<file path="src/rtl/pointer_button_tracker_top_macros.svh">
// Assertion macros shared by the pointer button tracker RTL.
// No dependencies; the files that check their own logic include it.
`ifndef POINTER_BUTTON_TRACKER_TOP_MACROS_SVH
`define POINTER_BUTTON_TRACKER_TOP_MACROS_SVH
`ifndef SYNTH
// Same-cycle implication, disabled during reset
`define PBT_ASSERT_IMP(lbl, clk, rst_n, ante, cons, msg) \
    lbl: assert property (@(posedge clk) disable iff (!rst_n) (ante) |-> (cons)) \
        else $error(msg);
// Next-cycle implication, disabled during reset
`define PBT_ASSERT_NXT(lbl, clk, rst_n, ante, cons, msg) \
    lbl: assert property (@(posedge clk) disable iff (!rst_n) (ante) |=> (cons)) \
        else $error(msg);
`else
`define PBT_ASSERT_IMP(lbl, clk, rst_n, ante, cons, msg)
`define PBT_ASSERT_NXT(lbl, clk, rst_n, ante, cons, msg)
`endif
`endif

</file>
<file path="src/rtl/pbt_pkg.sv">
// Package of the pointer button tracker: payload structs, function and
// register codes, field widths. No dependencies.
`default_nettype none

package pbt_pkg;

    // Field widths
    localparam int POS_W   = 16;
    localparam int MOVE_W  = 12;
    localparam int CNT_W   = 16;
    localparam int MASK_W  = 8;
    localparam int FUNC_W  = 3;
    localparam int RAW_W   = 3;
    localparam int BIDX_W  = 3;
    localparam int CFG_IDX_W = 2;

    // Buttons that a report can actually press (left, right, middle)
    localparam int MAP_BUTTONS = 3;

    // Function codes
    localparam logic [FUNC_W-1:0] FUNC_REPORT     = 3'd0;
    localparam logic [FUNC_W-1:0] FUNC_SET_POS    = 3'd1;
    localparam logic [FUNC_W-1:0] FUNC_READ_DELTA = 3'd2;
    localparam logic [FUNC_W-1:0] FUNC_READ_COUNT = 3'd3;
    localparam logic [FUNC_W-1:0] FUNC_FLUSH      = 3'd4;

    // Configuration register indexes
    localparam logic [CFG_IDX_W-1:0] CFG_MIN_X = 2'd0;
    localparam logic [CFG_IDX_W-1:0] CFG_MIN_Y = 2'd1;
    localparam logic [CFG_IDX_W-1:0] CFG_MAX_X = 2'd2;
    localparam logic [CFG_IDX_W-1:0] CFG_MAX_Y = 2'd3;

    typedef struct packed {
        logic        [FUNC_W-1:0] func;
        logic        [RAW_W-1:0]  raw_buttons;
        logic signed [MOVE_W-1:0] move_dx;
        logic signed [MOVE_W-1:0] move_dy;
        logic signed [POS_W-1:0]  set_x;
        logic signed [POS_W-1:0]  set_y;
        logic        [BIDX_W-1:0] button_index;
    } t_in_item;

    typedef struct packed {
        logic signed [POS_W-1:0]  pos_x;
        logic signed [POS_W-1:0]  pos_y;
        logic        [MASK_W-1:0] buttons_down;
        logic signed [POS_W-1:0]  delta_x;
        logic signed [POS_W-1:0]  delta_y;
        logic        [CNT_W-1:0]  down_count;
    } t_out_item;

    // Per-axis control decoded from the function code
    typedef struct packed {
        logic adv;
        logic report;
        logic set_pos;
        logic read_delta;
        logic flush;
    } t_axis_ctl;

endpackage

`default_nettype wire

</file>
<file path="src/rtl/pbt_axis.sv">
// One axis of the tracker: position register with limit clamp and a
// saturating motion accumulator. Depends on pbt_pkg.
`default_nettype none

module pbt_axis (
    input  logic                              i_clk,
    input  logic                              i_rst_n,
    input  pbt_pkg::t_axis_ctl                i_ctl,
    input  logic signed [pbt_pkg::MOVE_W-1:0] i_move,
    input  logic signed [pbt_pkg::POS_W-1:0]  i_set,
    input  logic signed [pbt_pkg::POS_W-1:0]  i_lim_min,
    input  logic signed [pbt_pkg::POS_W-1:0]  i_lim_max,
    output logic signed [pbt_pkg::POS_W-1:0]  o_pos,
    output logic signed [pbt_pkg::POS_W-1:0]  o_delta
);
    import pbt_pkg::*;

    localparam int SUM_W = POS_W + 1;
    localparam logic signed [POS_W-1:0] POS_MAX = {1'b0, {(POS_W-1){1'b1}}};
    localparam logic signed [POS_W-1:0] POS_MIN = {1'b1, {(POS_W-1){1'b0}}};

    logic signed [POS_W-1:0] r_pos, n_pos;
    logic signed [POS_W-1:0] r_acc, n_acc;
    logic signed [SUM_W-1:0] w_move;
    logic signed [SUM_W-1:0] w_pos_sum;
    logic signed [SUM_W-1:0] w_acc_sum;
    logic signed [SUM_W-1:0] w_target;
    logic signed [POS_W-1:0] w_clamped;
    logic signed [POS_W-1:0] w_acc_sat;

    // Sums, one bit wider than the state
    assign w_move    = SUM_W'(i_move);
    assign w_pos_sum = SUM_W'(r_pos) + w_move;
    assign w_acc_sum = SUM_W'(r_acc) + w_move;
    assign w_target  = i_ctl.report ? w_pos_sum : SUM_W'(i_set);

    // Clamp: maximum checked first, minimum only if max not exceeded
    always_comb begin
        if (w_target > SUM_W'(i_lim_max)) begin
            w_clamped = i_lim_max;
        end else if (w_target < SUM_W'(i_lim_min)) begin
            w_clamped = i_lim_min;
        end else begin
            w_clamped = w_target[POS_W-1:0];
        end
    end

    // Accumulator saturation: top two bits disagree on overflow
    always_comb begin
        if (w_acc_sum[SUM_W-1] != w_acc_sum[SUM_W-2]) begin
            w_acc_sat = w_acc_sum[SUM_W-1] ? POS_MIN : POS_MAX;
        end else begin
            w_acc_sat = w_acc_sum[POS_W-1:0];
        end
    end

    // Next state
    always_comb begin
        n_pos = r_pos;
        n_acc = r_acc;
        if (i_ctl.flush) begin
            n_pos = '0;
            n_acc = '0;
        end else if (i_ctl.report) begin
            n_pos = w_clamped;
            n_acc = w_acc_sat;
        end else if (i_ctl.set_pos) begin
            n_pos = w_clamped;
        end else if (i_ctl.read_delta) begin
            n_acc = '0;
        end
    end

    always_ff @(posedge i_clk) begin
        if (!i_rst_n) begin
            r_pos <= '0;
            r_acc <= '0;
        end else if (i_ctl.adv) begin
            r_pos <= n_pos;
            r_acc <= n_acc;
        end
    end

    assign o_pos   = n_pos;
    assign o_delta = i_ctl.read_delta ? r_acc : '0;

endmodule

`default_nettype wire

</file>
<file path="src/rtl/pointer_button_tracker_top.sv">
// Pointer button tracker top level: input and result registers, function
// decode, button counters, limit registers. Depends on pbt_pkg, pbt_axis.
//
// Usage:
//   Command items come in on the input channel (valid/ready). Each item
//   produces exactly one result item on the output channel (valid/ready).
//   A transfer on the input lands in the input register; once the result
//   register is free or being read, the step is computed and the result
//   lands in the result register, which drives o_out_valid.
//   Throughput is one item per cycle while the receiver takes results:
//   the state update is one short add-and-clamp between the two registers,
//   and the input register is refilled in the same cycle its item moves
//   to the result register. When the receiver stalls, the result register
//   holds; one more item waits in the input register, then o_in_ready drops.
//   The limit registers are written through i_cfg_we/i_cfg_index/i_cfg_data
//   with no wait; write them only while nothing is in flight.
//   Synchronous reset (i_rst_n low) clears position, accumulators, the
//   pressed mask, all press counters and the limits, and empties both
//   registers. There is no clearing pass.
`default_nettype none
`include "pointer_button_tracker_top_macros.svh"

module pointer_button_tracker_top #(
    parameter int NUM_BUTTONS = 8
) (
    input  logic                             i_clk,
    input  logic                             i_rst_n,
    input  logic                             i_cfg_we,
    input  logic [pbt_pkg::CFG_IDX_W-1:0]    i_cfg_index,
    input  logic [pbt_pkg::POS_W-1:0]        i_cfg_data,
    input  logic                             i_in_valid,
    output logic                             o_in_ready,
    input  pbt_pkg::t_in_item                i_in_data,
    output logic                             o_out_valid,
    input  logic                             i_out_ready,
    output pbt_pkg::t_out_item               o_out_data
);
    import pbt_pkg::*;

    localparam int IDX_W = (NUM_BUTTONS > 1) ? $clog2(NUM_BUTTONS) : 1;
    localparam int SEL_W = IDX_W + BIDX_W;
    localparam logic [CNT_W-1:0] CNT_MAX = {CNT_W{1'b1}};

    logic                    r_in_valid;
    t_in_item                r_in;
    logic                    r_out_valid;
    t_out_item               r_out, n_out;
    logic signed [POS_W-1:0] r_lim_min_x, r_lim_min_y, r_lim_max_x, r_lim_max_y;
    logic [MASK_W-1:0]       r_mask, n_mask;
    logic [CNT_W-1:0]        r_cnt [NUM_BUTTONS];
    logic [CNT_W-1:0]        n_cnt [NUM_BUTTONS];

    logic                    w_adv;
    t_axis_ctl               w_ctl;
    logic                    w_read_count;
    logic [MASK_W-1:0]       w_mapped;
    logic [MASK_W-1:0]       w_rise;
    logic [NUM_BUTTONS-1:0]  w_rise_b;
    logic [SEL_W-1:0]        w_sel_wide;
    logic [IDX_W-1:0]        w_sel;
    logic                    w_sel_ok;
    logic [CNT_W-1:0]        w_count;
    logic signed [POS_W-1:0] w_pos_x, w_pos_y, w_dlt_x, w_dlt_y;

    // Handshake: step runs when input register is full and result can move
    assign w_adv      = r_in_valid && (!r_out_valid || i_out_ready);
    assign o_in_ready = !r_in_valid || w_adv;

    always_ff @(posedge i_clk) begin
        if (!i_rst_n) begin
            r_in_valid <= 1'b0;
        end else if (o_in_ready) begin
            r_in_valid <= i_in_valid;
        end
    end

    always_ff @(posedge i_clk) begin
        if (i_in_valid && o_in_ready) begin
            r_in <= i_in_data;
        end
    end

    // Limit registers
    always_ff @(posedge i_clk) begin
        if (!i_rst_n) begin
            r_lim_min_x <= '0;
            r_lim_min_y <= '0;
            r_lim_max_x <= '0;
            r_lim_max_y <= '0;
        end else if (i_cfg_we) begin
            unique case (i_cfg_index)
                CFG_MIN_X: r_lim_min_x <= i_cfg_data;
                CFG_MIN_Y: r_lim_min_y <= i_cfg_data;
                CFG_MAX_X: r_lim_max_x <= i_cfg_data;
                CFG_MAX_Y: r_lim_max_y <= i_cfg_data;
                default: ;
            endcase
        end
    end

    // Function decode; codes 5 to 7 change nothing
    always_comb begin
        w_ctl        = '0;
        w_ctl.adv    = w_adv;
        w_read_count = 1'b0;
        if (w_adv) begin
            unique case (r_in.func)
                FUNC_REPORT:     w_ctl.report     = 1'b1;
                FUNC_SET_POS:    w_ctl.set_pos    = 1'b1;
                FUNC_READ_DELTA: w_ctl.read_delta = 1'b1;
                FUNC_READ_COUNT: w_read_count     = 1'b1;
                FUNC_FLUSH:      w_ctl.flush      = 1'b1;
                default: ;
            endcase
        end
    end

    // Button remap: raw right -> 1, raw middle -> 2, raw left -> 0
    assign w_mapped = MASK_W'({r_in.raw_buttons[1], r_in.raw_buttons[0],
                               r_in.raw_buttons[2]});
    assign w_rise   = w_mapped & ~r_mask;
    assign w_rise_b = NUM_BUTTONS'(w_rise[MAP_BUTTONS-1:0]);

    // Selected counter for read-clear
    assign w_sel_wide = SEL_W'(r_in.button_index);
    assign w_sel_ok   = w_sel_wide < SEL_W'(NUM_BUTTONS);
    assign w_sel      = w_sel_wide[IDX_W-1:0];
    assign w_count    = (w_read_count && w_sel_ok) ? r_cnt[w_sel] : '0;

    // Pressed mask and press counters
    always_comb begin
        n_mask = r_mask;
        if (w_ctl.flush) begin
            n_mask = '0;
        end else if (w_ctl.report) begin
            n_mask = w_mapped;
        end
        for (int i = 0; i < NUM_BUTTONS; i++) begin
            n_cnt[i] = r_cnt[i];
            if (w_ctl.flush) begin
                n_cnt[i] = '0;
            end else if (w_ctl.report && w_rise_b[i] && r_cnt[i] != CNT_MAX) begin
                n_cnt[i] = r_cnt[i] + 1'b1;
            end else if (w_read_count && w_sel_ok && w_sel == IDX_W'(i)) begin
                n_cnt[i] = '0;
            end
        end
    end

    always_ff @(posedge i_clk) begin
        if (!i_rst_n) begin
            r_mask <= '0;
            for (int i = 0; i < NUM_BUTTONS; i++) begin
                r_cnt[i] <= '0;
            end
        end else if (w_adv) begin
            r_mask <= n_mask;
            for (int i = 0; i < NUM_BUTTONS; i++) begin
                r_cnt[i] <= n_cnt[i];
            end
        end
    end

    // Axes
    pbt_axis u_axis_x (
        .i_clk     (i_clk),
        .i_rst_n   (i_rst_n),
        .i_ctl     (w_ctl),
        .i_move    (r_in.move_dx),
        .i_set     (r_in.set_x),
        .i_lim_min (r_lim_min_x),
        .i_lim_max (r_lim_max_x),
        .o_pos     (w_pos_x),
        .o_delta   (w_dlt_x)
    );

    pbt_axis u_axis_y (
        .i_clk     (i_clk),
        .i_rst_n   (i_rst_n),
        .i_ctl     (w_ctl),
        .i_move    (r_in.move_dy),
        .i_set     (r_in.set_y),
        .i_lim_min (r_lim_min_y),
        .i_lim_max (r_lim_max_y),
        .o_pos     (w_pos_y),
        .o_delta   (w_dlt_y)
    );

    // Result register
    always_comb begin
        n_out.pos_x        = w_pos_x;
        n_out.pos_y        = w_pos_y;
        n_out.buttons_down = n_mask;
        n_out.delta_x      = w_dlt_x;
        n_out.delta_y      = w_dlt_y;
        n_out.down_count   = w_count;
    end

    always_ff @(posedge i_clk) begin
        if (!i_rst_n) begin
            r_out_valid <= 1'b0;
        end else if (w_adv) begin
            r_out_valid <= 1'b1;
        end else if (i_out_ready) begin
            r_out_valid <= 1'b0;
        end
    end

    always_ff @(posedge i_clk) begin
        if (w_adv) begin
            r_out <= n_out;
        end
    end

    assign o_out_valid = r_out_valid;
    assign o_out_data  = r_out;

    // Checks
    `PBT_ASSERT_NXT(a_step_fills_out, i_clk, i_rst_n, w_adv, r_out_valid, "step lost its result")
    `PBT_ASSERT_IMP(a_full_blocks_in, i_clk, i_rst_n, r_in_valid && r_out_valid && !i_out_ready, !o_in_ready, "input taken while both registers full")
    `PBT_ASSERT_NXT(a_flush_zero, i_clk, i_rst_n, w_ctl.flush, r_out.pos_x == 0 && r_out.pos_y == 0 && r_out.buttons_down == 0, "flush left state behind")
    `PBT_ASSERT_NXT(a_delta_only_read, i_clk, i_rst_n, w_adv && r_in.func != FUNC_READ_DELTA, r_out.delta_x == 0 && r_out.delta_y == 0, "delta shown outside read-delta")

endmodule

`default_nettype wire

</file>
<file path="config.mk">
export PLATFORM = sky130hd
export DESIGN_NAME = pointer_button_tracker_top
export DESIGN_NICKNAME = d
export VERILOG_FILES = /design/src/rtl/pbt_pkg.sv /design/src/rtl/pbt_axis.sv /design/src/rtl/pointer_button_tracker_top.sv
export VERILOG_INCLUDE_DIRS = /design/src /design/src/rtl
export SDC_FILE = /design/constraint.sdc
export NUM_CORES = 1
export LEC_CHECK = 0
export BUFFER_PORTS_ARGS = -buffer_cell sky130_fd_sc_hd__buf_2
export CAP_MARGIN = 20
export CORE_MARGIN = 4
export CORE_UTILIZATION = 30
export DETAILED_ROUTE_END_ITERATION = 7
export GPL_TIMING_DRIVEN = 1
export PLACE_DENSITY_LB_ADDON = 0.05
export SKIP_CTS_REPAIR_TIMING = 1
export SYNTH_ARGS = -nofsm -noshare
export SYNTH_HDL_FRONTEND = slang
export SYNTH_SLANG_ARGS = --single-unit
</file>
<file path="constraint.sdc">
create_clock -name i_clk -period 5.5 [get_ports i_clk]
set_clock_uncertainty 0.1 [all_clocks]
set_input_delay 1.1 -clock i_clk [delete_from_list [all_inputs] [get_ports i_clk]]
set_output_delay 1.1 -clock i_clk [all_outputs]
set_load 0.01 [all_outputs]
</file>
### Word level (Yosys, flattened, before mapping)

Memory sizes are Yosys's and may differ from the RTL's. A register that Yosys moved wholly into a read port is not among the register bits.
Index checks and enable logic that the tools add are counted.

| storage, ports and cells | value |
|---|---|
| input port bits | 88 |
| register bits | 275 |
| memories | 1 |
| output and inout bits | 90 |
| latch bits | 0 |
| bits in writable memories | 128 |
| ROM bits | 0 |

| operators by class | value |
|---|---|
| shift-type cells | 0 |
| reductions and logical operators | 37 |
| multiplexer cells | 64 |
| multipliers | 0 |
| add/subtract/negate cells | 7 |
| div/mod/pow operators | 0 |
| $lt $le $gt $ge | 5 |
| bitwise logic cells | 10 |
| equal/unequal tests | 25 |

Memory list:

| name | words | width | rd ports | clocked after memory_dff | write ports | line | text |
|---|---|---|---|---|---|---|---|
| r_cnt | 8 | 16 | 4 | 1 | 8 | pointer_button_tracker_top.sv:50 | `logic [CNT_W-1:0] r_cnt [NUM_BUTTONS];` |

Operators by type and width:

| kind | count |
|---|---|
| two-way mux 16 bit | 47 |
| adder 16 x 12 -> 17 bit | 4 |
| adder 16 x 1 -> 16 bit, second input constant | 3 |
| != test 16 bit, second input constant | 3 |
| > comparator 17 x 16 -> 1 bit | 2 |
| < comparator 17 x 16 -> 1 bit | 2 |
| two-way mux 17 bit | 2 |
| AND reduction 2 bit | 9 |
| logical AND 1 bit | 17 |
| two-way mux 8 bit | 2 |
| == test 3 bit, second input constant | 5 |
| == test 3 x 2 -> 1 bit, second input constant | 4 |
| two-way mux 1 bit | 12 |
| != test 2 bit, second input constant | 5 |
| bitwise OR 1 bit | 8 |
| == test 3 x 1 -> 1 bit, second input constant | 2 |
| zero test 3 bit | 2 |
| == test 2 bit, second input constant | 2 |
| < comparator 3 x 4 -> 1 bit, second input constant | 1 |
| two-way mux 4 bit | 1 |
| AND 3 bit | 1 |
| zero test 1 bit | 3 |
| != test 3 x 2 -> 1 bit, second input constant | 1 |
| inverter 3 bit | 1 |
| other kinds (7) | 9 |

### Depth between registers and ports, before layout

Gate-level depths: netlist of the first run.

| logic depth | value |
|---|---|
| depth after elaboration | 11 |
| depth in mapped cells | 22 |
| mapped depth without buffers | 20 |

### Hierarchy

A second synthesis of the first run with hierarchy kept.

| unflattened totals | value |
|---|---|
| cells, all modules | 2017 |
| area total of the unflattened synthesis | 19764.0 um^2 |

Modules (own cells, without submodules):

| module | area each (um^2) | cells an instance | instances |
|---|---|---|---|
| pointer_button_tracker_top | 10593.9 | 819 | 1 |
| pbt_axis at u_axis_y | 4663.2 | 606 | 1 |
| pbt_axis at u_axis_x | 4506.8 | 592 | 1 |

### Worst setup path after synthesis of the first run

Ideal clock, no wire load.

| timing | value |
|---|---|
| path kind | input to register |
| from | input i_out_ready |
| to | memory r_cnt[1][0], enable pin |
| path buffers | 0 |
| data required time | 5.001 ns |
| slack | 0.607 ns |
| arrival | 4.394 ns |
| cell stages on the path | 5 |
| setup time | 0.399 ns |
| cell sequence | nand2b_1 nand2_1 inv_1 nor2_1 a31oi_1 |

RTL lines:

| element | line | text |
|---|---|---|
| from (decl) | pointer_button_tracker_top.sv:35 | `input logic i_out_ready,` |
| to (decl) | pointer_button_tracker_top.sv:50 |  |

### Worst setup path in the final report of the first run

| timing | value |
|---|---|
| from | register r_in[64] (netlist bit) |
| to | register r_out, in the netlist o_out_data[57] (data pin) |

| on the way | value |
|---|---|
| longest elaborated chain between the ends | 10 |

Ends and longest elaborated chain:

| element | line | text |
|---|---|---|
| from (decl) | pointer_button_tracker_top.sv:45 | `t_in_item r_in;` |
| from (signal assigned) | pointer_button_tracker_top.sv:79 | `r_in <= i_in_data;` |
| zero test 3 bit | pointer_button_tracker_top.sv:107 | `unique case (r_in.func)` |
| two-way mux 1 bit | pointer_button_tracker_top.sv:107 |  |
| two-way mux 4 bit (*) | pointer_button_tracker_top.sv:106 | `if (w_adv) begin` |
| two-way mux 17 bit | pbt_axis.sv:35 | `assign w_target = i_ctl.report ? w_pos_sum : SUM_W'(i_set);` |
| < comparator 17 x 16 -> 1 bit | pbt_axis.sv:41 | `end else if (w_target < SUM_W'(i_lim_min)) begin` |
| two-way mux 16 bit | pbt_axis.sv:41 |  |
| two-way mux 16 bit | pbt_axis.sv:39 | `if (w_target > SUM_W'(i_lim_max)) begin` |
| two-way mux 16 bit | pbt_axis.sv:67 | `end else if (i_ctl.set_pos) begin` |
| two-way mux 16 bit | pbt_axis.sv:64 | `end else if (i_ctl.report) begin` |
| two-way mux 16 bit (*) | pbt_axis.sv:61 | `if (i_ctl.flush) begin` |
| named net u_axis_y.o_pos, one bit | pbt_axis.sv:13 | `output logic signed [pbt_pkg::POS_W-1:0] o_pos,` |
| to (signal assigned) | pointer_button_tracker_top.sv:211 | `r_out <= n_out;` |
| to (decl) | pointer_button_tracker_top.sv:47 | `t_out_item r_out, n_out;` |

The timed path passes the listed nets; every way through them passes the cells marked *.
A chain may end at the register's enable or synchronous reset.

==> results.txt, run 1 <==
- Across the run, the number of max-cap violations was 0.
- Routed len/inst: 21.41 um
* Worst slew margin relative to its limit: 32.45%
- In the finished design, the share of the clock period the worst path needs comes to 93.20%.
* R2R Setup Slk: 0.37 ns
* Syn_nets: 2135
- The critical path is of the flop to flop type.
- The net count of the finished layout is 2337.
* Slew of the pin with the lowest slew margin: 1.010 ns
* Layout cell share with drive strength beyond 1: 15.60%
- Clock latency on the worst-skew pair, taken at its later pin, is 0.58 ns.
* Multi-input gate area: 9140 um2
* Startpoint class of the critical path: flop
- Total of flip-flops plus latches after synthesis: 339
* Number of buffers on the longest clock path: 3
- STA classifies the critical path endpoint as a flop.
- The clock period could shrink to 5.126 ns.
- Num rows: 90
- Ratio of total power to cell area: 298.5 nW/um2
- Summed over all instances, the cell type with the most area after synthesis is sky130_fd_sc_hd__edfxtp_1.
- In this run the worst hold path is classified as flop to flop.
- Adding up every negative setup slack in the final design gives 0 ns.
* Final max-slew violation count: 0
* Number of instances in the synthesized netlist: 1910
- Timing would allow up to 195.1 MHz.
- After clock tree synthesis, the clock-pin slew on the worst setup and hold paths is 0.06 ns.
- Mean area per synthesized cell: 9.719 um2
- Clock Root Buffer: sky130_fd_sc_hd__clkbuf_16
* Largest fanout on the critical path: 34
- 1st-pass router iterations: 6
* Wire length of the first global-routing pass: 93.47 mm
- Sequential-to-total area share from yosys stat: 47.40%
- Cell Area, Synth: 18560 um2
- Timing analysis after detailed placement gives a worst setup slack of 0.1989 ns.
* IR Drop Worst-Case VDD: 0.1897 mV
- The worst path meets setup with 0.3740 ns of slack.
- Most instantiated flip-flop cell in the synthesis netlist: sky130_fd_sc_hd__edfxtp_1
- Setup violations remaining at the end of the flow were counted as 0.
- Cells fill 36.30% of the core in the end.
- Entering global routing, the biggest net connects 79 pins.
- During I/O placement, the number of pins put on the boundary was 178.
* Fillers: 6269
- Starting utilization of the core area: 30.53%
- Yosys printed 0 warnings.
* Number of hold-slack violations in the final timing report: 0
- Cell area reported after detailed placement: 20580 um2
- Summed over all cells, the static leakage comes to 8.701 nW.
- Cts bufs inserted: 43
* Clock sink total: 339
- Registers take 8798 um2.
- The final layout contains routed wiring with a total length of 62.73 mm.
- For the worst setup path, the data arrival time is 5.45 ns.
- Die extent in x: 256.8 um
- In this run the tool buffered the top-level ports with 177 buffer cells.
* Setup repair after global routing missed its margin: false
- Vias: 14910
- 1st-iter DRT viols: 926
- Summing all non-filler instances in the final layout gives an area of 22070 um2.
- Cell variety after synth: 80
- Placeable Area: 60810 um2
- Across every metal layer, demand over resource in global routing totals 18.47%.
- Initial antenna violation count: 1
- In the synthesized netlist the async set-or-reset flop fraction comes to 0%.
- The via count of the first global-routing pass is 14760.
- The die covers 65920 um2.
- Design Power: 0.006589 W
- Global routing finished with a remaining overflow of 0.
- Of the post-synthesis cell area, the dominant cell type holds 32.52%.
- Once detail routing completed, the nets flagged for antenna violations numbered 0.
* Required time at the endpoint of the critical path: 5.83 ns
- Post-detailed-route via-to-cell ratio: 5.090
- For this run, design rule violations remaining after detail routing come to 0.
- Die Ht: 256.8 um
- Post-synth EDFFs: 201
- Outcome: completed
- From synthesis to final layout, the design area changed by 18.91%.
- CTS built an H-tree with a depth of 2.
- Biggest area contributors in the synthesized netlist: sky130_fd_sc_hd__edfxtp_1 (33%), sky130_fd_sc_hd__dfxtp_1 (15%), sky130_fd_sc_hd__ha_1 (9.0%)
- TritonCTS built the clock tree.
- RD Place Congestion: 0.8699
* HPWL after detailed placement: 47.77 mm
sequential cells by signal, summed over array words and instances (netlist names):
signal	count
r_lim_max_y	16
o_out_data	88
o_out_valid	1
r_lim_max_x	16
u_axis_y.r_pos	16
r_lim_min_y	16
u_axis_x.r_acc	16
r_in	62
r_lim_min_x	16
r_cnt	48
u_axis_x.r_pos	16
r_in_valid	1
u_axis_y.r_acc	16
w_sel	3
r_mask	8
routing by layer:
| layer | GRT usage (%) | share of wire (%) | vias up |
|---|---|---|---|
| met2 | 26.90 | 42 | 336 |
| li1 | - | - | 7345 |
| met4 | 4.880 | 2.4 | 0 |
| met5 | 0 | 0 | - |
| met1 | 28.08 | 51 | 7151 |
| met3 | 3.276 | 4.9 | 82 |
placed cells by master (no fill, tap or decap), types with 9 or more instances in the layout:
master,synthesis,layout
sky130_fd_sc_hd__a32oi_1,9,9
sky130_fd_sc_hd__and3_1,20,20
sky130_fd_sc_hd__nand2_1,237,237
sky130_fd_sc_hd__nand2b_1,16,16
sky130_fd_sc_hd__nor2b_1,18,18
sky130_fd_sc_hd__ha_1,133,133
sky130_fd_sc_hd__xnor2_1,35,35
sky130_fd_sc_hd__inv_1,95,93
sky130_fd_sc_hd__edfxtp_1,201,201
sky130_fd_sc_hd__o211ai_1,21,21
sky130_fd_sc_hd__clkbuf_16,0,45
sky130_fd_sc_hd__a21o_1,30,30
sky130_fd_sc_hd__o31ai_1,12,12
sky130_fd_sc_hd__nand4_1,11,11
sky130_fd_sc_hd__nor2_1,171,171
sky130_fd_sc_hd__dfxtp_1,138,138
sky130_fd_sc_hd__a211oi_1,25,25
sky130_fd_sc_hd__xor2_1,46,46
sky130_fd_sc_hd__o21a_1,24,24
sky130_fd_sc_hd__a21oi_1,174,174
sky130_fd_sc_hd__o21ai_0,79,78
sky130_fd_sc_hd__mux2i_1,36,36
sky130_fd_sc_hd__clkbuf_1,66,9
sky130_fd_sc_hd__a31oi_1,15,15
sky130_fd_sc_hd__buf_4,0,51
sky130_fd_sc_hd__nand3_1,45,45
sky130_fd_sc_hd__buf_2,4,177
sky130_fd_sc_hd__nor3_1,28,27
sky130_fd_sc_hd__and2_1,65,63
cell families (layout without fill, tap and decap cells):
group | after synthesis | count (layout) | synth area share (%)
other | 0 | 1 | 0
adders and majority gates | 137 | 137 | 9.396
and+or+nand+nor | 661 | 661 | 16.70
buffers and inverters | 169 | 406 | 3.485
AOI/OAI and AO/OA | 477 | 477 | 16.51
DFF | 339 | 339 | 47.40
muxes | 46 | 46 | 2.683
xor gates and xnor gates | 81 | 81 | 3.822
stage by stage:
stage / std cells / hold WS, ns
finish: 2930 / 0.3535
global route: 2929 / 0.3736
CTS: 2927 / 0.3557
detailed placement: 2847 / 0.3470
global placement: 2846 / 0.3447
floorplan: 1910 / 0.3363
Yosys cell counts (4+ instances only):
master and instances:
sky130_fd_sc_hd__nand3_1 45, sky130_fd_sc_hd__a221o_1 8, sky130_fd_sc_hd__nand4b_1 6, sky130_fd_sc_hd__a21oi_1 174, sky130_fd_sc_hd__o221ai_1 6, sky130_fd_sc_hd__o21ai_0 79, sky130_fd_sc_hd__o31a_1 5, sky130_fd_sc_hd__fa_1 4
sky130_fd_sc_hd__o211a_1 5, sky130_fd_sc_hd__or3_1 7, sky130_fd_sc_hd__and2_1 65, sky130_fd_sc_hd__nand2_1 237, sky130_fd_sc_hd__a21o_1 30, sky130_fd_sc_hd__nand4_1 11, sky130_fd_sc_hd__o211ai_1 21, sky130_fd_sc_hd__inv_1 95
sky130_fd_sc_hd__dfxtp_1 138, sky130_fd_sc_hd__mux2_2 4, sky130_fd_sc_hd__edfxtp_1 201, sky130_fd_sc_hd__o21bai_1 7, sky130_fd_sc_hd__o2111ai_1 4, sky130_fd_sc_hd__nand3b_1 4, sky130_fd_sc_hd__mux2i_1 36, sky130_fd_sc_hd__nor3_1 28
sky130_fd_sc_hd__a211o_1 4, sky130_fd_sc_hd__xor2_1 46, sky130_fd_sc_hd__a32oi_1 9, sky130_fd_sc_hd__and4_1 4, sky130_fd_sc_hd__nor2b_1 18, sky130_fd_sc_hd__a211oi_1 25, sky130_fd_sc_hd__xnor2_1 35, sky130_fd_sc_hd__ha_1 133
sky130_fd_sc_hd__or2_2 7, sky130_fd_sc_hd__o21a_1 24, sky130_fd_sc_hd__a221oi_1 8, sky130_fd_sc_hd__a31oi_1 15, sky130_fd_sc_hd__clkbuf_1 66, sky130_fd_sc_hd__nor4_1 7, sky130_fd_sc_hd__o31ai_1 12, sky130_fd_sc_hd__nor3b_1 8
sky130_fd_sc_hd__a32o_1 4, sky130_fd_sc_hd__nor2_1 171, sky130_fd_sc_hd__nand2b_1 16, sky130_fd_sc_hd__buf_2 4, sky130_fd_sc_hd__and3_1 20
where the power goes:
part / switching (W) / internal, W
logic: 0.000466 / 0.000285
registers: 0.000103 / 0.00280
clock network: 0.00117 / 0.00177
worst max-delay path: stages, from the launching register on:
cell	delay, ns
sky130_fd_sc_hd__edfxtp_1	0.56
sky130_fd_sc_hd__or3_4	0.50
sky130_fd_sc_hd__or3_2	0.67
sky130_fd_sc_hd__buf_12	0.26
sky130_fd_sc_hd__o31ai_1	0.77
sky130_fd_sc_hd__ha_1	0.26
sky130_fd_sc_hd__nand3_1	0.12
sky130_fd_sc_hd__nor4_1	0.29
sky130_fd_sc_hd__o2bb2ai_1	0.12
sky130_fd_sc_hd__a31oi_2	0.23
sky130_fd_sc_hd__mux2_4	0.44
sky130_fd_sc_hd__mux2i_1	0.15
sky130_fd_sc_hd__a211o_1	0.34
sky130_fd_sc_hd__a21oi_1	0.15
worst paths after layout:
kind / start / end / depth (start not counted)
setup / recovery: r_in[64] / o_out_data[57] / 13
hold / removal: r_lim_min_x[15] / r_lim_min_x[15] / 2
setup reg to reg: r_in[64] / o_out_data[57] / 13
hold reg to reg: r_lim_min_x[15] / r_lim_min_x[15] / 2
area by class of cell:
class | instances | share of cell area [%]
inverters | 95 | 1.627
multi-input cells | 1402 | 41.41
diodes | 1 | 0.01134
clock buffers | 59 | 5.566
clock inverters | 21 | 1.117
well taps | 782 | 4.433
repair buffers | 231 | 5.980
flip-flops and latches | 339 | 39.86
Power figures use the tool's default switching activity.
==> run 2, diff against run 1 <==
--- a/config.mk
+++ b/config.mk
@@ -12,7 +12,7 @@
 export CORE_UTILIZATION = 30
 export DETAILED_ROUTE_END_ITERATION = 7
 export GPL_TIMING_DRIVEN = 1
-export PLACE_DENSITY_LB_ADDON = 0.05
+export PLACE_DENSITY_LB_ADDON = 0.1
 export SKIP_CTS_REPAIR_TIMING = 1
 export SYNTH_ARGS = -nofsm -noshare
 export SYNTH_HDL_FRONTEND = slang
==> run 2 against run 1 <==
Against the previous run: setup slack is essentially flat; register-to-register slack is essentially flat; total power shrank 1.9%.
==> results.txt, run 2 (synthesis gave the netlist of run 1 again) <==
* Most common cell after layout, fill and taps aside: sky130_fd_sc_hd__nand2_1 (unchanged)
- Hold slack final: 0.3547 ns (was 0.3535 ns)
- The path type of the worst setup path is flop to flop (unchanged).
- The reported max-cap violation count came to 0 (unchanged).
- The initial core utilization was 30.53% (unchanged).
- The area growth from synthesis to layout was 18.31% (was 18.91%).
- The setup slack after placement is 0.2816 ns (was 0.1989 ns).
- Quantity of I/O buffers inserted on ports: 177 (unchanged)
- The chip height was 256.8 um (unchanged).
* Capture point of the critical path: o_out_data[71] (was o_out_data[57])
- Pin count of the biggest net entering global routing: 82 (was 79)
- Layout cell share with drive strength beyond 1: 15.16% (was 15.60%)
* Design Power: 0.006464 W (was 0.006589 W)
- The critical path launch point was u_axis_y.r_pos[0] (was r_in[64]).
- Final antenna diode count: 0 (was 1)
- 1st-pass router iterations: 5 (was 6)
- Setup repair after global routing missed its margin: false (unchanged).
- Hold Path Depth: 2 (unchanged)
* Minimum clock period: 5.126 ns (about the same)
- The type of destination of the critical path is a flop (unchanged).
- The final core area utilization came to 36.12% (was 36.30%).
* Startpoint class of the critical path: flop (unchanged)
- The first-iteration detailed-routing DRC count is 907 (was 926).
- The power density of the placed cells is 294.4 nW/um2 (was 298.5 nW/um2).
- The setup slack of the most critical reg-to-reg path is 0.37 ns (about the same).
* Number of buffers on the longest clock path: 3 (unchanged)
- The peak clock frequency supported by timing was 195.1 MHz (about the same).
- The global router's overall resource usage is 17.70% (was 18.47%).
- Number of hold-slack violations in the final timing report: 0 (unchanged)
- Post-detailed-route via-to-cell ratio: 5.068 (was 5.090)
- Latest clock arrival within the worst-skew pair: 0.57 ns (was 0.58 ns)
* Post-route clock period utilization: 93.21% (was 93.20%)
- Full die area: 65920 um2 (unchanged)
* Placeable Area: 60810 um2 (unchanged)
* Initial antenna violation count: 0 (was 1)
- The via count of the first global-routing pass was 14290 (was 14760).
- Launching point of the worst reg2reg path: u_axis_y.r_pos[0] (was r_in[64])
- Drt total wl: 60.49 mm (was 62.73 mm)
- Worst min-delay path category: flop to flop (unchanged)
- Flip-flop count of the largest register after layout: 88 (unchanged)
* Total global routing overflow: 0 (unchanged)
* Critical R2R Capture: o_out_data[71] (was o_out_data[57])
- HPWL after detailed placement: 45.78 mm (was 47.77 mm)
* Slew of the pin with the lowest slew margin: 1.109 ns (was 1.010 ns)
- The count of standard-cell rows was 90 (unchanged).
- The number of sinks handled by clock tree synthesis came to 339 (unchanged).
- Wire length of the first global-routing pass: 90.05 mm (was 93.47 mm)
* CTS H-tree lvls: 2 (unchanged)
- Clock Root Buffer: sky130_fd_sc_hd__clkbuf_16 (unchanged)
- The fill cell instance count of the final layout is 6162 (was 6269).
- The number of buffers inserted during clock tree synthesis is 41 (was 43).
- Outcome: completed (unchanged)
* Antenna viol nets, final: 0 (unchanged)
* IR Drop Worst-Case VDD: 0.1758 mV (was 0.1897 mV)
- Total I/O pin count: 178 (unchanged)
- Die extent in x: 256.8 um (unchanged)
* Required time at the endpoint of the critical path: 5.73 ns (was 5.83 ns)
- Clock tree from TritonCTS: yes (unchanged)
- Number of nets in the finished design: 2329 (was 2337)
* Largest fanout on the critical path: 7 (was 34)
- The smallest setup slack after layout was 0.3736 ns (was 0.3740 ns).
- Final max-slew violation count: 0 (unchanged)
- Final setup fails: 0 (unchanged)
- RD Place Congestion: 0.8736 (was 0.8699)
* Cell depth of the worst flop-to-flop path: 21 (was 13)
- The arrival time at the worst endpoint came to 5.35 ns (was 5.45 ns).
- The leakage power is 8.637 nW (was 8.701 nW).
- The final setup TNS is 0 ns (unchanged).
* Total DRC errors in the routed layout: 0 (unchanged)
- Routed len/inst: 20.72 um (was 21.41 um)
* Post-CTS clock slew at the launch and capture registers of the worst setup and hold paths: 0.06 ns (about the same)
- The worst relative slew slack is 25.77% (was 32.45%).
- The total vias in the final route is 14790 (was 14910).
- Leading cell types in the layout, fill and taps excluded: sky130_fd_sc_hd__nand2_1 (237), sky130_fd_sc_hd__edfxtp_1 (201), sky130_fd_sc_hd__buf_2 (177) (unchanged)
run 2: area by class of cell:
cell class,count,area [um2],area share [%]
Multi-Input combinational cell,1402,9165,41.73
Clock inverter,28,294.0,1.339
Sequential cell,339,8798,40.06
Clock buffer,48,1095,4.985
Timing Repair Buffer,225,1271,5.789
Inverter,95,359.1,1.635
Tap cell,782,978.4,4.455
run 2: where the power goes:
group	switching [W]	total, W	internal [W]
clock	0.00111	0.00282	0.00171
combinational	0.000459	0.000744	0.000285
sequential	0.000101	0.00290	0.00280
run 2: worst min-delay path by stage:
stage,startpoint,to,slack [ns]
2_1_floorplan,r_lim_max_x[11],r_lim_max_x[11],0.34
3_3_place_gp,r_lim_min_y[13],r_lim_min_y[13],0.34
3_5_place_dp,r_lim_max_y[6],r_lim_max_y[6],0.35
4_1_cts,r_lim_max_y[6],r_lim_max_y[6],0.36
5_1_grt,r_lim_min_x[13],r_lim_min_x[13],0.37
6_report,r_lim_max_y[8],r_lim_max_y[8],0.35
run 2: per-stage QoR:
stage,instance area [um2],cells
after floorplan,18560,1910
after global placement,20520,2839
after detailed placement,20520,2839
after CTS,21910,2915
after global routing,21960,2919
final,21960,2919
run 2: worst max-delay path: stages (launching register included):
cell                        delay (ns)
sky130_fd_sc_hd__dfxtp_1          0.44
sky130_fd_sc_hd__ha_1             0.24
sky130_fd_sc_hd__inv_1            0.07
sky130_fd_sc_hd__fa_1             0.43
sky130_fd_sc_hd__nor2b_1          0.16
sky130_fd_sc_hd__o31a_1           0.21
sky130_fd_sc_hd__a31oi_1          0.17
sky130_fd_sc_hd__o21ai_1          0.19
sky130_fd_sc_hd__a31oi_1          0.14
sky130_fd_sc_hd__nor2b_1          0.13
sky130_fd_sc_hd__nor3_1           0.06
sky130_fd_sc_hd__o22a_1           0.24
sky130_fd_sc_hd__ha_2             0.41
sky130_fd_sc_hd__nand4_1          0.19
sky130_fd_sc_hd__nor4_2           0.32
sky130_fd_sc_hd__o2bb2ai_1        0.10
sky130_fd_sc_hd__a31oi_2          0.19
sky130_fd_sc_hd__buf_4            0.16
sky130_fd_sc_hd__mux2i_4          0.32
sky130_fd_sc_hd__nand2_1          0.17
sky130_fd_sc_hd__o221a_1          0.29
sky130_fd_sc_hd__and2_1           0.16
run 2: per-layer routing:
metal	track usage, %	vias up	wire [um]
met3	2.990	71	3347
met4	4.319	0	1335
met2	27.00	372	26510
li1	-	7306	-
met1	26.14	7045	29300
met5	0	-	0
==> run 3, diff against run 2 <==
--- a/config.mk
+++ b/config.mk
@@ -9,7 +9,7 @@
 export BUFFER_PORTS_ARGS = -buffer_cell sky130_fd_sc_hd__buf_2
 export CAP_MARGIN = 20
 export CORE_MARGIN = 4
-export CORE_UTILIZATION = 30
+export CORE_UTILIZATION = 47
 export DETAILED_ROUTE_END_ITERATION = 7
 export GPL_TIMING_DRIVEN = 1
 export PLACE_DENSITY_LB_ADDON = 0.1
@@ -17,3 +17,4 @@
 export SYNTH_ARGS = -nofsm -noshare
 export SYNTH_HDL_FRONTEND = slang
 export SYNTH_SLANG_ARGS = --single-unit
+export TNS_END_PERCENT = 100
==> run 3 against run 2 <==
Against the previous run: routed wire length is 11% lower; utilization up 19 points; die area shrank 35%; clock power decreased by 13%; setup slack better by 0.034 ns; global-route usage increased by 7.2 points; sequential share of layout area rose by 1.0 points; non-clock buffer count down 2; largest power group unchanged; critical path depth is 5 lower; combinational power down 2%; highest routed layer unchanged; sequential cell count did not move; sequential power hardly changed.
==> results.txt, run 3 (synthesis gave the netlist of run 1 again) <==
- Worst slew margin relative to its limit: 28.73% (was 25.77%)
* Starting utilization of the core area: 47.81% (was 30.53%)
* 1st-pass router iterations: 5 (unchanged)
- Number of maximum-capacitance constraint violations: 0 (unchanged)
* Die extent in x: 206.7 um (was 256.8 um)
* Flip-flop count of the largest register after layout: 88 (unchanged)
* Worst Hold End: r_lim_max_x[15] (was r_lim_max_y[8])
- The final count of hold timing violations is 0 (unchanged).
* Post-detailed-route via-to-cell ratio: 5.733 (was 5.068)
- Final setup fails: 0 (unchanged)
- The number of input and output port buffers inserted was 177 (unchanged).
- The sum of overflow across all layers after global routing is 0 (unchanged).
* CP max stage delay: 0.47 ns (was 0.44 ns)
- R2R Setup Slk: 0.41 ns (was 0.37 ns)
- The number of buffers inserted during clock tree synthesis was 39 (was 41).
- Hold slack final: 0.3606 ns (was 0.3547 ns)
- Fin cells: 2649 (was 2919)
- The startpoint of the worst-slack reg-to-reg timing path is r_in[53] (was u_axis_y.r_pos[0]).
- Leading cell types in the layout, fill and taps excluded: sky130_fd_sc_hd__nand2_1 (237), sky130_fd_sc_hd__edfxtp_1 (201), sky130_fd_sc_hd__buf_2 (177) (unchanged).
* Final antenna diode count: 0 (unchanged)
- The area growth from synthesis to layout came to 15.31% (was 18.31%).
- Worst path most repeated cell: sky130_fd_sc_hd__ha_1
* Wire length of the first global-routing pass: 82.27 mm (was 90.05 mm)
- The most common library cell in the layout ignoring fill and taps was sky130_fd_sc_hd__nand2_1 (unchanged).
- HPWL after detailed placement: 40.71 mm (was 45.78 mm)
- The largest voltage drop on the vdd net came to 0.2375 mV (was 0.1758 mV).
- Largest fanout on the critical path: 12 (was 7)
- Ratio of total power to cell area: 283.8 nW/um2 (was 294.4 nW/um2)
- The leakage power was 8.520 nW (was 8.637 nW).
* Worst setup path class: flop to flop (unchanged)
* Num rows: 72 (was 90)
- The number of sinks handled by clock tree synthesis is 339 (unchanged).
* Pin count of the biggest net entering global routing: 74 (was 82)
- Placed cell count: 2570 (was 2839)
* Drt total wl: 54.07 mm (was 60.49 mm)
* F_max: 196.4 MHz (was 195.1 MHz)
- Design Power: 0.006075 W (was 0.006464 W)
- Minimum clock period: 5.092 ns (was 5.126 ns)
- Full die area: 42740 um2 (was 65920 um2)
- Clock tree from TritonCTS: yes (unchanged)
- The remaining routing DRC violations came to 0 (unchanged).
- The global router's overall resource usage came to 24.90% (was 17.70%).
* Fillers: 3485 (was 6162)
- RD Place Congestion: 0.9280 (was 0.8736)
* Slowest library cell on the worst path: sky130_fd_sc_hd__edfxtp_1 (was sky130_fd_sc_hd__dfxtp_1)
- The final count of pins violating max slew was 0 (unchanged).
- The chip height is 206.7 um (was 256.8 um).
- CP cell instances: ha_1 -> a2111oi_0 -> o21ai_0 -> a41oi_1 -> xnor2_1 -> mux2i_1 -> inv_1 -> ha_1 -> and4_1 -> nor4b_1 -> o31ai_1 -> o211ai_1 -> a31o_2 -> nand2_1 -> o221ai_1 -> nor2_1 (was ha_1 -> inv_1 -> fa_1 -> nor2b_1 -> o31a_1 -> a31oi_1 -> o21ai_1 -> a31oi_1 -> nor2b_1 -> nor3_1 -> o22a_1 -> ha_2 -> nand4_1 -> nor4_2 -> o2bb2ai_1 -> a31oi_2 -> buf_4 -> mux2i_4 -> nand2_1 -> o221a_1 -> and2_1).
* Routed len/inst: 20.41 um (was 20.72 um)
- Required time at the endpoint of the critical path: 5.69 ns (was 5.73 ns)
* Initial antenna violation count: 0 (unchanged)
- Layout cell share with drive strength beyond 1: 14.64% (was 15.16%)
- Startpoint class of the critical path: flop (unchanged)
- Antenna viol nets, final: 0 (unchanged)
* Endpoint kind of the worst setup timing path: flop (unchanged)
* Total I/O pin count: 178 (unchanged)
- Outcome: completed (unchanged)
* WP buf/inv: 1 (was 2)
- Placeable Area: 38830 um2 (was 60810 um2)
- CTS H-tree lvls: 2 (unchanged)
- Post-route clock period utilization: 92.59% (was 93.21%)
* Family with the most delay on the worst path: compound AO/OA/AOI/OAI gates (unchanged)
- The root buffer selected by CTS was sky130_fd_sc_hd__clkbuf_16 (unchanged).
- Number of buffers on the longest clock path: 3 (unchanged)
* Total negative slack for setup checks: 0 ns (unchanged)
- The first-iteration detailed-routing DRC count is 1246 (was 907).
- Latest clock arrival within the worst-skew pair: 0.58 ns (was 0.57 ns)
- Critical R2R Capture: o_out_data[80] (was o_out_data[71])
- Worst hold start: r_lim_max_x[15] (was r_lim_max_y[8])
* Number of nets in the finished design: 2325 (was 2329)
- The depth of the worst register-to-register path was 16 (was 21).
- The slew of the pin with the lowest slew margin was 1.067 ns (was 1.109 ns).
- The clock edge transition at the registers on the reported setup and hold paths was 0.06 ns (about the same).
- Setup repair after global routing missed its margin: false (unchanged).
- The total vias in the final route is 15190 (was 14790).
- Worst min-delay path category: flop to flop (unchanged)
- Vias in the first global route: 14240 (was 14290)
* Hold Path Depth: 2 (unchanged)
- The arrival time at the worst endpoint is 5.28 ns (was 5.35 ns).
## run 3: changes by cell type in the layout (fill, tap and decap cells not counted), moves of 2 or more
cell	delta
sky130_fd_sc_hd__clkinv_8	+2
sky130_fd_sc_hd__buf_4	-2
sky130_fd_sc_hd__clkbuf_16	-4
sky130_fd_sc_hd__bufinv_16	-5
sky130_fd_sc_hd__clkinv_1	-4
sky130_fd_sc_hd__inv_6	-2
sky130_fd_sc_hd__clkbuf_1	+8
## run 3: final cells by class
type	count	area, um2	share of cell area, %
multi-input cells	1402	9156	42.78
flip-flops and latches	339	8798	41.10
repair buffers	223	1247	5.828
clock buffers	53	1039	4.852
well taps	518	648.1	3.028
inverters	95	359.1	1.678
clock inverters	19	157.7	0.7365
## run 3: worst max-delay path by stage
stage | start | to | slack (ns) | depth (start not counted)
after global placement | i_out_ready | o_out_data[83] | 0.32 | 15
after detailed placement | i_out_ready | o_out_data[80] | 0.32 | 14
after CTS | r_in[36] | o_out_data[71] | 0.42 | 16
after global routing | u_axis_y.r_pos[0] | o_out_data[57] | 0.02 | 20
after floorplan | i_out_ready | r_cnt[1][0] | 0.61 | 5
final | r_in[53] | o_out_data[80] | 0.41 | 16
## run 3: routing by layer
layer | vias to the layer above | GRT usage, % | wire, um
met5 | - | 0 | 0
met2 | 497 | 38.56 | 24180
met1 | 7323 | 36.82 | 25300
met3 | 72 | 3.578 | 3342
li1 | 7295 | - | -
met4 | 0 | 6.657 | 1246
## run 3: worst register-to-register path, delay by kind of cell (launching register included)
kind	cells	cell delay [ns]
AOI/OAI and AO/OA	7	1.96
xor gates and xnor gates	1	0.09
muxes	1	0.37
adders and majority gates	2	0.73
buffers and inverters	1	0.12
DFF	1	0.47
and+or+nand+nor	4	0.96
## run 3: power breakdown
part / internal, W / leakage [nW] / total [W] / switching, W
logic: 0.000284 / 4.82 / 0.000732 / 0.000448
clock network: 0.00139 / 0.584 / 0.00245 / 0.00106
registers: 0.00280 / 3.11 / 0.00290 / 0.0000950
## run 3: metrics by stage
step | instance area (um2) | setup slack [ns] | util (%)
after floorplan | 18560 | 0.6072 | -
after global placement | 20140 | 0.3188 | 51.86
after detailed placement | 20140 | 0.3194 | 51.86
after CTS | 21330 | 0.4186 | 54.94
after global routing | 21410 | 0.01870 | 55.13
final | 21410 | 0.4077 | 55.13
